## config.mk

```make
export PLATFORM = sky130hd
export DESIGN_NAME = ps2_frame_receiver_core_flat
export DESIGN_NICKNAME = d
export VERILOG_FILES = /design/src/hw/rtl/ps2fr_pkg.sv /design/src/hw/rtl/ps2fr_if.sv /design/src/hw/rtl/ps2fr_frame_engine.sv /design/src/hw/rtl/ps2_frame_receiver_core.sv /design/src/flat_wrapper.sv
export SDC_FILE = /design/constraint.sdc
export NUM_CORES = 1
export LEC_CHECK = 0
export BUFFER_PORTS_ARGS = -buffer_cell sky130_fd_sc_hd__buf_2
export CORE_MARGIN = 1.5
export CORE_UTILIZATION = 25
export DETAILED_ROUTE_END_ITERATION = 8
export PLACE_DENSITY = 0.4
export SYNTH_ARGS = -nofsm -noshare
export SYNTH_HDL_FRONTEND = slang
export SYNTH_HIERARCHICAL = 1
export SYNTH_SLANG_ARGS = --single-unit
```

## constraint.sdc

```tcl
create_clock -name clock -period 2.95 [get_ports clock]
set_input_delay 0.4425 -clock clock [delete_from_list [all_inputs] [get_ports clock]]
set_output_delay 0.4425 -clock clock [all_outputs]
set_load 0.005 [all_outputs]
```

## src/hw/rtl/ps2fr_pkg.sv

```systemverilog
// Shared types and constants of the PS/2 frame receiver.
`timescale 1ns / 1ps
`default_nettype none

package ps2fr_pkg;

   // Request opcodes.
   localparam logic OP_TICK = 1'b0;
   localparam logic OP_EDGE = 1'b1;

   // Bit position codes within a frame.
   localparam logic [3:0] POS_START     = 4'd0;
   localparam logic [3:0] POS_DATA_LAST = 4'd8;
   localparam logic [3:0] POS_PARITY    = 4'd9;
   localparam logic [3:0] POS_STOP      = 4'd10;

   // Timeout register reset value and the saturation point of the tick counter.
   localparam logic [15:0] TIMEOUT_RESET = 16'd12000;
   localparam logic [16:0] ELAPSED_MAX   = 17'h1FFFF;

   // One request item.
   typedef struct packed {
      logic op;
      logic data_bit;
   } item_type;

   // Outcome of handling one request.
   typedef struct packed {
      logic       emit;
      logic [7:0] scan_code;
   } step_type;

endpackage

`default_nettype wire

```

## src/hw/rtl/ps2fr_if.sv

```systemverilog
// Handshake interfaces for the request and response channels.
`timescale 1ns / 1ps
`default_nettype none

interface ps2fr_req_if;
   logic valid;
   logic ready;
   logic op;
   logic data_bit;

   modport source (output valid, output op, output data_bit, input ready);
   modport sink (input valid, input op, input data_bit, output ready);
endinterface

interface ps2fr_rsp_if;
   logic       valid;
   logic       ready;
   logic [7:0] scan_code;

   modport source (output valid, output scan_code, input ready);
   modport sink (input valid, input scan_code, output ready);
endinterface

`default_nettype wire

```

## src/hw/rtl/ps2fr_frame_engine.sv

```systemverilog
// Frame state registers and the per-request update logic.
`timescale 1ns / 1ps
`default_nettype none

module ps2fr_frame_engine (
   input  wire                  clock,
   input  wire                  reset,
   input  wire                  step_en,
   input  ps2fr_pkg::item_type  item,
   input  wire [15:0]           timeout_ticks,
   output ps2fr_pkg::step_type  step
);

   logic [3:0]  bit_position_ff;
   logic [3:0]  bit_position_in;
   logic [8:0]  frame_shift_ff;
   logic [8:0]  frame_shift_in;
   logic [16:0] elapsed_ff;
   logic [16:0] elapsed_in;
   logic        timed_out;
   logic [2:0]  data_index;
   logic [8:0]  data_merged;
   logic [8:0]  parity_merged;

   // Gap check and the frame word with the current bit merged in.
   always_comb begin
      timed_out     = elapsed_ff > {1'b0, timeout_ticks};
      data_index    = 3'(bit_position_ff - 4'd1);
      data_merged   = frame_shift_ff | (9'(item.data_bit) << data_index);
      parity_merged = {item.data_bit, frame_shift_ff[7:0]};
   end

   // Next state and result for one request.
   always_comb begin
      bit_position_in = bit_position_ff;
      frame_shift_in  = frame_shift_ff;
      elapsed_in      = elapsed_ff;
      step.emit       = 1'b0;
      step.scan_code  = frame_shift_ff[7:0];
      if (item.op == ps2fr_pkg::OP_TICK) begin
         if (elapsed_ff != ps2fr_pkg::ELAPSED_MAX) begin
            elapsed_in = elapsed_ff + 17'd1;
         end
      end else if (bit_position_ff == ps2fr_pkg::POS_START) begin
         // A start bit must be low; a high level is ignored.
         if (!item.data_bit) begin
            bit_position_in = 4'd1;
            frame_shift_in  = '0;
            elapsed_in      = '0;
         end
      end else if (timed_out) begin
         bit_position_in = ps2fr_pkg::POS_START;
         frame_shift_in  = '0;
         elapsed_in      = '0;
      end else if (bit_position_ff <= ps2fr_pkg::POS_DATA_LAST) begin
         bit_position_in = bit_position_ff + 4'd1;
         frame_shift_in  = data_merged;
         elapsed_in      = '0;
      end else if (bit_position_ff == ps2fr_pkg::POS_PARITY) begin
         // Odd parity over data and parity bits.
         if (^parity_merged) begin
            bit_position_in = ps2fr_pkg::POS_STOP;
            frame_shift_in  = parity_merged;
            elapsed_in      = '0;
         end else begin
            bit_position_in = ps2fr_pkg::POS_START;
            frame_shift_in  = '0;
            elapsed_in      = '0;
         end
      end else begin
         // Stop bit: a high level completes the frame.
         step.emit       = item.data_bit;
         bit_position_in = ps2fr_pkg::POS_START;
         frame_shift_in  = '0;
         elapsed_in      = '0;
      end
   end

   // State registers update only when a request is processed.
   always_ff @(posedge clock) begin
      if (reset) begin
         bit_position_ff <= ps2fr_pkg::POS_START;
         frame_shift_ff  <= '0;
         elapsed_ff      <= '0;
      end else if (step_en) begin
         bit_position_ff <= bit_position_in;
         frame_shift_ff  <= frame_shift_in;
         elapsed_ff      <= elapsed_in;
      end
   end

endmodule

`default_nettype wire

```

## src/hw/rtl/ps2_frame_receiver_core.sv

```systemverilog
// Top level of the PS/2 frame receiver: request register, frame engine, response register.
//
//   Channel | Direction | Payload               | Handshake
//   req     | in        | op, data_bit          | valid / ready
//   rsp     | out       | scan_code [7:0]       | valid / ready
//   csr     | in        | timeout_ticks [15:0]  | write enable only
//
// A request is held in the request register while the frame engine
// evaluates it; its scan code, if any, is loaded into the response register
// when the request moves on.
// One request is accepted every cycle while the response side is not stalled.
// A stalled response only holds back a request that completes a frame.
// Reset is synchronous and clears the frame state and both valid flags; the
// timeout register returns to 12000 ticks.
`timescale 1ns / 1ps
`default_nettype none

module ps2_frame_receiver_core (
   input  wire        clock,
   input  wire        reset,
   ps2fr_req_if.sink  req_port,
   ps2fr_rsp_if.source rsp_port,
   input  wire        csr_write_enable,
   input  wire [15:0] csr_write_data
);

   logic                in_valid_ff;
   ps2fr_pkg::item_type in_item_ff;
   logic                out_valid_ff;
   logic [7:0]          out_code_ff;
   logic [15:0]         timeout_ff;
   ps2fr_pkg::step_type step;
   logic                advance;
   logic                req_take;

   // The held request moves on unless it produces a byte the output cannot take.
   assign advance  = in_valid_ff && (!step.emit || !out_valid_ff || rsp_port.ready);
   assign req_port.ready = !in_valid_ff || advance;
   assign req_take = req_port.valid && req_port.ready;

   // Request register.
   always_ff @(posedge clock) begin
      if (reset) begin
         in_valid_ff <= 1'b0;
      end else if (req_port.ready) begin
         in_valid_ff <= req_port.valid;
      end
   end

   always_ff @(posedge clock) begin
      if (req_take) begin
         in_item_ff.op       <= req_port.op;
         in_item_ff.data_bit <= req_port.data_bit;
      end
   end

   // Timeout configuration register.
   always_ff @(posedge clock) begin
      if (reset) begin
         timeout_ff <= ps2fr_pkg::TIMEOUT_RESET;
      end else if (csr_write_enable) begin
         timeout_ff <= csr_write_data;
      end
   end

   ps2fr_frame_engine u_engine (
      .clock         (clock),
      .reset         (reset),
      .step_en       (advance),
      .item          (in_item_ff),
      .timeout_ticks (timeout_ff),
      .step          (step)
   );

   // Response register.
   always_ff @(posedge clock) begin
      if (reset) begin
         out_valid_ff <= 1'b0;
      end else if (advance && step.emit) begin
         out_valid_ff <= 1'b1;
      end else if (rsp_port.ready) begin
         out_valid_ff <= 1'b0;
      end
   end

   always_ff @(posedge clock) begin
      if (advance && step.emit) begin
         out_code_ff <= step.scan_code;
      end
   end

   assign rsp_port.valid     = out_valid_ff;
   assign rsp_port.scan_code = out_code_ff;

endmodule

`default_nettype wire

```

## src/flat_wrapper.sv

```systemverilog
// flat-port wrapper written by rule: the top's interface ports become plain ports
module ps2_frame_receiver_core_flat 
  (clock, reset, csr_write_enable, csr_write_data, req_port_valid, req_port_op, req_port_data_bit, req_port_ready, rsp_port_valid, rsp_port_scan_code, rsp_port_ready);
  ps2fr_req_if req_port_i ();
  ps2fr_rsp_if rsp_port_i ();
  input  wire clock;
  input  wire reset;
  input  wire csr_write_enable;
  input  wire [15:0] csr_write_data;
  input wire logic [$bits(req_port_i.valid)-1:0] req_port_valid;
  input wire logic [$bits(req_port_i.op)-1:0] req_port_op;
  input wire logic [$bits(req_port_i.data_bit)-1:0] req_port_data_bit;
  output wire logic [$bits(req_port_i.ready)-1:0] req_port_ready;
  output wire logic [$bits(rsp_port_i.valid)-1:0] rsp_port_valid;
  output wire logic [$bits(rsp_port_i.scan_code)-1:0] rsp_port_scan_code;
  input wire logic [$bits(rsp_port_i.ready)-1:0] rsp_port_ready;
  assign req_port_i.valid = req_port_valid;
  assign req_port_i.op = req_port_op;
  assign req_port_i.data_bit = req_port_data_bit;
  assign req_port_ready = req_port_i.ready;
  assign rsp_port_valid = rsp_port_i.valid;
  assign rsp_port_scan_code = rsp_port_i.scan_code;
  assign rsp_port_i.ready = rsp_port_ready;
  ps2_frame_receiver_core u_core (.clock(clock), .reset(reset), .req_port(req_port_i), .rsp_port(rsp_port_i), .csr_write_enable(csr_write_enable), .csr_write_data(csr_write_data));
endmodule
```

* After elaboration in Yosys (flattened, before gate mapping) *
Index checks and enable logic that the tools add are counted.
Widths: inputs -> output; s select.

word-level totals
  logic and storage cells = 61
  bits in registers = 58
  input port bits = 23

cells by class
  reduce and logical (&&, ||, !) cells = 16
  equality and inequality tests = 5
  add/sub/neg operators = 3
  muxes and demuxes = 23
  shift operators = 1
  order comparisons = 2
  bitwise gates (word level) = 1

operators by type and width
  operator               number
  $mux 17                4
  $mux 9                 6
  $mux 4                 6
  $add 17x1->17 const B  1
  $gt 17x16->1           1
  $ne 17x17->1 const B   1
  $or 9x9->9             1
  $reduce_xor 9->1       1
  $shl 1x3->9            1
  $mux 1                 7
  $reduce_and 3->1       2
  $ne 5x5->1 const B     1
  $add 4x1->4 const B    1
  $eq 4x4->1 const B     1
  $le 4x4->1 const B     1
  $logic_not 4->1        1
  $reduce_and 4->1       1
  $reduce_bool 2->1      2
  $logic_and 1x1->1      3
  $logic_not 1->1        3
  $logic_or 1x1->1       3
  $ne 3x3->1 const B     1
  $sub 3x1->3 const B    1
  $ne 2x2->1 const B     1

* Logic depth before layout (Yosys ltp) *
Gate-level depths: netlist of run 1.

  depth after elaboration = 12
  gate-level depth with buffers = 16

* Hierarchy *
Netlist of run 1, hierarchy kept.

modules (own cells, without submodules)
  module                   area each (um2)  cells each  times used  seq. area each (um2)
  ps2fr_frame_engine       1989.4           233         1           580.6
  ps2_frame_receiver_core  998.5            74          1           660.6

* Worst setup path after synthesis of run 1 *
OpenSTA, ideal clock, no wires.

  path type = register to register
  start point = register u_core.timeout_ff[15]
  end point = register u_core.u_engine.elapsed_ff[13]
  period minus slack after synthesis = 3.153 ns
  stages on the path, launching flop included = 16
  data arrival time = 3.029 ns
  setup slack = -0.203 ns
  cells stage by stage = dfxtp_1 > inv_1 > ha_1 > nand4b_4 > nor4_2 > a21boi_0 > o31a_1 > buf_6 > nor2_1 > a21boi_0 > nor3b_1 > a21oi_1 > nor4b_2 > nand3_1 > xor2_1 > nor2_1

RTL lines
  what                    line                           text
  start, declared         ps2_frame_receiver_core.sv:31  logic [15:0] timeout_ff;
  start signal, assigned  ps2_frame_receiver_core.sv:60  timeout_ff <= ps2fr_pkg::TIMEOUT_RESET;
  start signal, assigned  ps2_frame_receiver_core.sv:62  timeout_ff <= csr_write_data;
  end signal, assigned    ps2fr_frame_engine.sv:88       elapsed_ff <= elapsed_in;
  end, declared           ps2fr_frame_engine.sv:18       logic [16:0] elapsed_ff;

==> impl_metrics.toml, run 1 <==
[detailed_routing]
remaining_drc_errors = 0
routedWlPerCell_um = 12.8
routed_wl_um = 6720
first_pass_iters = 6
routed-via-count = 2334
ant_nets = 0
viasPerCell = 4.45
drtIter0Drc = 89

[critical_path]
crit_path_end_kind = "flop"
r2r_cells = 17
r2r_slack_ns = 0.11
worst_ep_required_time_ns = 3.22
cp-start-kind = "flop"
cp.arrival_ns = 3.10
r2r-start = "u_core/timeout_ff[14]"
worstReg2RegEnd = "u_core/u_engine/frame_shift_ff[4]"
cp_max_fo = 5
path_class = "reg -> reg"

[global_route]
grt_pass1_wl_um = 11500
grt_max_degree = 28
grt_use_total_pct = 11.5
grt_antenna_before_repair = 0
grt-ovfl-total = 0
first_global_vias = 2371

[power]
p_comb_share_pct = 7.2
pwr-share-seq_pct = 38.4
power.internal_mw = 1.71
cellPowerDensity_nw_per_um2 = 533
peakVddDrop_uv = 232
total_power_mw = 2.16
clockPowerShare_pct = 54.4
leakage_nw = 1.69
swShare_pct = 21.0
p_sw_uw = 454

[synthesis]
postSynthAreaPerCell_sq_um = 9.73
ys_warn_count = 6
seq_area_frac_synth_pct = 41.5
yosysTopAreaCell = "dfxtp_1"
synthFlopType = "dfxtp_1"
ys_top_cells_by_area = "dfxtp_1 (31%), edfxtp_1 (10%), ha_1 (8.8%)"
synth.cell_area_sq_um = 2990
synth.top_cell.area_share_pct = 31.5
synth_cell_type_count = 55
syn_nets = 351
synth-seq-cells = 57
syn_inst = 307
async_flop_share_pct = 0
synth_edf_count = 10

[clocking]
cts-htree-levels = 3
cts_buffers = 9
cts.sinks = 57
clkTransAtPathRegs_ns = 0.05
clock_path_buffers = 2
tritoncts = "done"
cts_root_buf = "clkbuf_16"
clk_latency_ns = 0.33
hold_buffers = 0

[sta]
fin_crit_ns = 2.84
slew_headroom_pct = 63.0
worst_slack_ns = 0.113
max_freq_mhz = 352
skew_ns = 0.00880
slew_violations = 0
hold_viol = 0
rsz0062_at_grt = "true"
worst_pin_slew_ns = 0.555
setup_viol_count_final = 0
fin_crit_sh_pct = 96.2

[cells_and_area]
syn_to_final_growth_pct = 35.5
n_antenna_cell = 0
drive_gt1_share_pct = 34.0
nets = 421

[floorplan]
die_area_sq_um = 12600
die_y_um = 112
fp-row-count = 39
core-area_sq_um = 11500
start_util_pct = 25.9
ios = 33
die_w_um = 112

[worst_hold_path]
min_path_cells = 1
worstHoldStart = "req_port_op"
worstHoldPathType = "in -> reg"
hold_path_end = "u_core/in_item_ff[1]"

[placed_design]
hpwl_um = 4780
pre_cts_slack_ns = -0.211
place.gp.congestion = 0.792
io_buffers = 32

[run]
max_cap_viol_count = 0

[status]
outcome = "completed"
-- stage by stage --
step	hold slack [ns]	instance area, sq um	TNS [ns]	instances	utilization, %
floorplan	0.433	3000	-0.00820	307	-
global placement	0.474	3500	-0.704	501	30.4
detailed placement	0.469	3500	-2.29	501	30.4
CTS	0.285	3890	0	517	33.8
global route	0.286	4050	-1.11	525	35.2
finish	0.297	4050	0	525	35.2
-- worst max path at each step --
stage                          start                           endpoint  slack, ns  cells after the start
2_1_floorplan  u_core/timeout_ff[15]     u_core/u_engine/elapsed_ff[13]     -0.008                     15
3_3_place_gp   u_core/timeout_ff[12]     u_core/u_engine/elapsed_ff[13]      -0.11                     15
3_5_place_dp   u_core/timeout_ff[12]  u_core/u_engine/frame_shift_ff[3]      -0.21                     14
4_1_cts        u_core/timeout_ff[13]     u_core/u_engine/elapsed_ff[13]       0.02                     15
5_1_grt        u_core/timeout_ff[14]      u_core/u_engine/elapsed_ff[8]      -0.12                     15
6_report       u_core/timeout_ff[14]  u_core/u_engine/frame_shift_ff[4]       0.11                     17
-- state kept, by name, indices dropped and copies added, names as in the netlist --
register                         flops
u_core/u_engine/bit_position_ff      4
u_core/in_valid_ff                   1
u_core/u_engine/frame_shift_ff       8
u_core/rsp_port.scan_code            8
u_core/timeout_ff                   16
u_core/in_item_ff                    2
u_core/rsp_port.valid                1
u_core/u_engine/elapsed_ff          17
-- critical path, cell delays in order, from the launching register on --
cell and delay (ns):
dfxtp_2 0.33, inv_2 0.04, ha_4 0.27, nand4b_4 0.13, nor4_4 0.32, a21boi_2 0.20, o31a_1 0.18, nor2_2 0.07
a21boi_2 0.17, buf_4 0.13, nand2_2 0.07, a21oi_4 0.19, buf_4 0.16, nand3_4 0.10, nor2_4 0.15, buf_4 0.11
a21oi_1 0.07, nor2_2 0.09
-- kinds of logic (layout without fill, tap and decap cells) --
kind of cell,Yosys count,in the layout,synth area share [%]
and+or+nand+nor,110,110,20.8
AOI/OAI and AO/OA,57,57,13.6
DFF,57,57,41.5
buffers and inverters,33,108,5.36
adders and majority gates,21,21,8.79
xor gates and xnor gates,19,19,6.53
muxes,10,10,3.35
-- cell type report --
cell class                 count  area (sq um)
inverter                      22          82.6
fill                        1215          7470
clock inverter                 6           106
timing repair buffer          70           458
tap                          143           179
multi-input combinational    217          1750
sequential                    57          1240
clock buffer                  10           229
-- synth_stat cells, drive strengths merged, types with 3 or more instances --
library cell / number
ha: 21
xor2: 12
nand2: 11
and2: 5
and3: 6
o21ai: 4
a21oi: 21
nor3b: 4
clkbuf: 4
nor2b: 7
edfxtp: 10
mux2i: 10
nor2: 42
and2b: 4
a211o: 7
inv: 22
o21a: 3
a31oi: 5
nand3: 6
xnor2: 5
nor3: 6
nand4: 7
buf: 7
dfxtp: 47
o211ai: 4
-- layer usage --
layer	track usage, %	up-vias	wire length (um)
met1	15.5	1082	3490
met3	3.19	2	202
met2	17.2	26	2960
li1	-	1224	-
met4	5.32	0	59
met5	0	-	0
-- cell usage in the layout, fill, tap and decap left out, drive strengths merged, types with 2 or more instances in the layout --
master and count:
and3 6, o21ai 4, o211ai 4, nor3 6
a31oi 5, nor4 2, clkinv 2, a211o 7
a21boi 2, ha 21, and2 5, or2 2
nand2 11, nor2b 7, nand4b 2, bufinv 3
xnor2 5, nor2 42, a21oi 21, o31a 2
a21o 2, dfxtp 47, nand3 6, o21a 3
nand2b 2, nand4 7, a41oi 2, xor2 12
nor3b 4, edfxtp 10, inv 22, and2b 4
clkbuf 10, buf 70, mux2i 10
-- power groups by stage --
| stage | Combinational [mW] | Sequential [mW] | Clock (mW) |
|---|---|---|---|
| after detailed placement | 0.139 | 0.841 | 0 |
| after global routing | 0.173 | 0.831 | 1.25 |
| final | 0.156 | 0.828 | 1.18 |
| after floorplan | 0.0953 | 0.836 | 0 |
| after global placement | 0.138 | 0.842 | 0 |
| after CTS | 0.145 | 0.826 | 1.21 |
-- repair_timing --
action / CTS / global route
pin swaps: 4 / 8
cloned: 0 / 0
setup buffers: 0 / 8
gates resized for setup: 9 / 25
endpoints found under the setup margin: 22 / 24
No activity file was read; power rests on OpenSTA's default activity.
==> run 2, diff against run 1 <==
--- a/config.mk
+++ b/config.mk
@@ -5,7 +5,7 @@
 export SDC_FILE = /design/constraint.sdc
 export NUM_CORES = 1
 export LEC_CHECK = 0
-export BUFFER_PORTS_ARGS = -buffer_cell sky130_fd_sc_hd__buf_2
+export BUFFER_PORTS_ARGS = -buffer_cell sky130_fd_sc_hd__clkbuf_2
 export CORE_MARGIN = 1.5
 export CORE_UTILIZATION = 25
 export DETAILED_ROUTE_END_ITERATION = 8
==> impl_metrics.toml, run 2 (synthesis gave the netlist of run 1 again) <==
[cells_and_area]
layout_commonest_cell = "dfxtp_1"
regMostFlops = "u_core/u_engine/elapsed_ff"
drive_gt1_share_pct = 36.0
final_cell_mix = "dfxtp_1 (43), buf_4 (37), nor2_1 (34), clkbuf_2 (32), inv_1 (18)"
largest_reg_flops = 17
largestRegisters = "u_core/u_engine/elapsed_ff x17, u_core/timeout_ff x16"
n_antenna_cell = 0
final_util_pct = 35.3
syn_to_final_growth_pct = 36.0
nets = 422

[status]
violations = "negative setup slack"
outcome = "finished with violations"

[global_route]
grt_max_degree = 24
grt_use_total_pct = 11.2
grt_pass1_wl_um = 10900
grt-ovfl-total = 0
first_global_vias = 2240
grt_antenna_before_repair = 0

[clocking]
clk_latency_ns = 0.33
cts_buffers = 9
tritoncts = "done"
clock_path_buffers = 2
cts_root_buf = "clkbuf_16"
clkTransAtPathRegs_ns = 0.05
cts.sinks = 57
cts-htree-levels = 3

[critical_path]
r2r_cells = 15
critPathLaunch = "u_core/timeout_ff[12]"
cp_max_fo = 4
crit_path_end_kind = "flop"
r2r_slack_ns = -0.02
path_class = "reg -> reg"
crit_end = "u_core/u_engine/elapsed_ff[11]"
cp.arrival_ns = 3.19
worstReg2RegEnd = "u_core/u_engine/elapsed_ff[11]"
worst_ep_required_time_ns = 3.17
cp-start-kind = "flop"
r2r-start = "u_core/timeout_ff[12]"

[sta]
whs_ns = 0.291
worst_pin_slew_ns = 0.508
slew_violations = 0
hold_viol = 0
max_freq_mhz = 337
skew_ns = 0.00663
fin_crit_ns = 2.97
setup_viol_count_final = 2
rsz0062_at_grt = "true"
fin_crit_sh_pct = 101
slew_headroom_pct = 65.2
worst_slack_ns = -0.0167

[detailed_routing]
routedWlPerCell_um = 12.9
routed-via-count = 2328
routed_wl_um = 6770
first_pass_iters = 6
drtIter0Drc = 111
ant_nets = 0
viasPerCell = 4.43
remaining_drc_errors = 0

[worst_hold_path]
min_path_cells = 1
worstHoldPathType = "in -> reg"

[floorplan]
ios = 33
start_util_pct = 25.9
die_w_um = 112
core-area_sq_um = 11500
die_y_um = 112
fp-row-count = 39
die_area_sq_um = 12600

[placed_design]
place.gp.congestion = 0.765
hpwl_um = 4840
io_buffers = 32

[power]
peakVddDrop_uv = 292
cellPowerDensity_nw_per_um2 = 512
total_power_mw = 2.08
leakage_nw = 1.68

[run]
max_cap_viol_count = 0
[run 2: changes by cell type in the layout (fill, tap and decap cells not counted), sizes merged]
cell | before | now
clkinv | 2 | 4
buf | 70 | 39
bufinv | 3 | 2
clkbuf | 10 | 41
[run 2: per-stage QoR]
step | worst slack [ns] | TNS [ns] | instance area, sq um | cells
after floorplan | -0.00820 | -0.00820 | 3000 | 307
after global placement | -0.0853 | -0.344 | 3490 | 502
after detailed placement | -0.198 | -2.44 | 3490 | 502
after CTS | 0.00659 | 0 | 3850 | 519
after global routing | -0.217 | -2.07 | 4060 | 526
final | -0.0167 | -0.0283 | 4060 | 526
[run 2: final cells by class]
| type | count | area [sq um] |
|---|---|---|
| Tap cell | 143 | 179 |
| Sequential cell | 57 | 1250 |
| Inverter | 22 | 82.6 |
| Timing Repair Buffer | 71 | 460 |
| Clock inverter | 7 | 85.1 |
| Fill cell | 1192 | 7450 |
| Clock buffer | 9 | 225 |
| Multi-Input combinational cell | 217 | 1790 |
[run 2: how the worst min path moves through the flow]
stage / slack (ns) / end / from
floorplan: 0.43 / u_core/rsp_port.scan_code[7] / u_core/u_engine/frame_shift_ff[7]
global placement: 0.47 / u_core/rsp_port.scan_code[1] / u_core/u_engine/frame_shift_ff[1]
detailed placement: 0.46 / u_core/rsp_port.scan_code[1] / u_core/u_engine/frame_shift_ff[1]
CTS: 0.28 / u_core/in_item_ff[1] / req_port_op
global route: 0.28 / u_core/in_item_ff[1] / req_port_op
finish: 0.29 / u_core/in_item_ff[1] / req_port_op
[run 2: repair_timing]
item,in CTS,in global routing
hold buffers,0,0
gates resized for setup,8,39
pin swaps,2,31
setup buffers,1,7
endpoints found under the setup margin,22,23
[run 2: worst max-delay path, stage by stage (launching register included)]
cell and delay (ns):
dfxtp_2 0.33, inv_2 0.04, ha_4 0.26, nand4_1 0.15, nor4_4 0.35, a21boi_2 0.22
o31a_1 0.18, nor2_2 0.06, a21boi_2 0.19, nor3b_4 0.30, a21oi_4 0.08, nor4b_4 0.26
buf_4 0.17, buf_4 0.11, xnor2_2 0.10, nor2_1 0.06
[run 2: power by group]
| part | internal (mW) | switching [mW] |
|---|---|---|
| combinational | 0.0790 | 0.0816 |
| sequential | 0.811 | 0.0179 |
| clock | 0.729 | 0.362 |
[run 2: metal layers]
metal  track usage [%]  share of wire, %  vias up
li1                  -                 -     1228
met1              14.9                51     1057
met2              16.5                43       36
met3              4.27               4.3        7
met4              3.80               1.3        0
met5                 0                 0        -
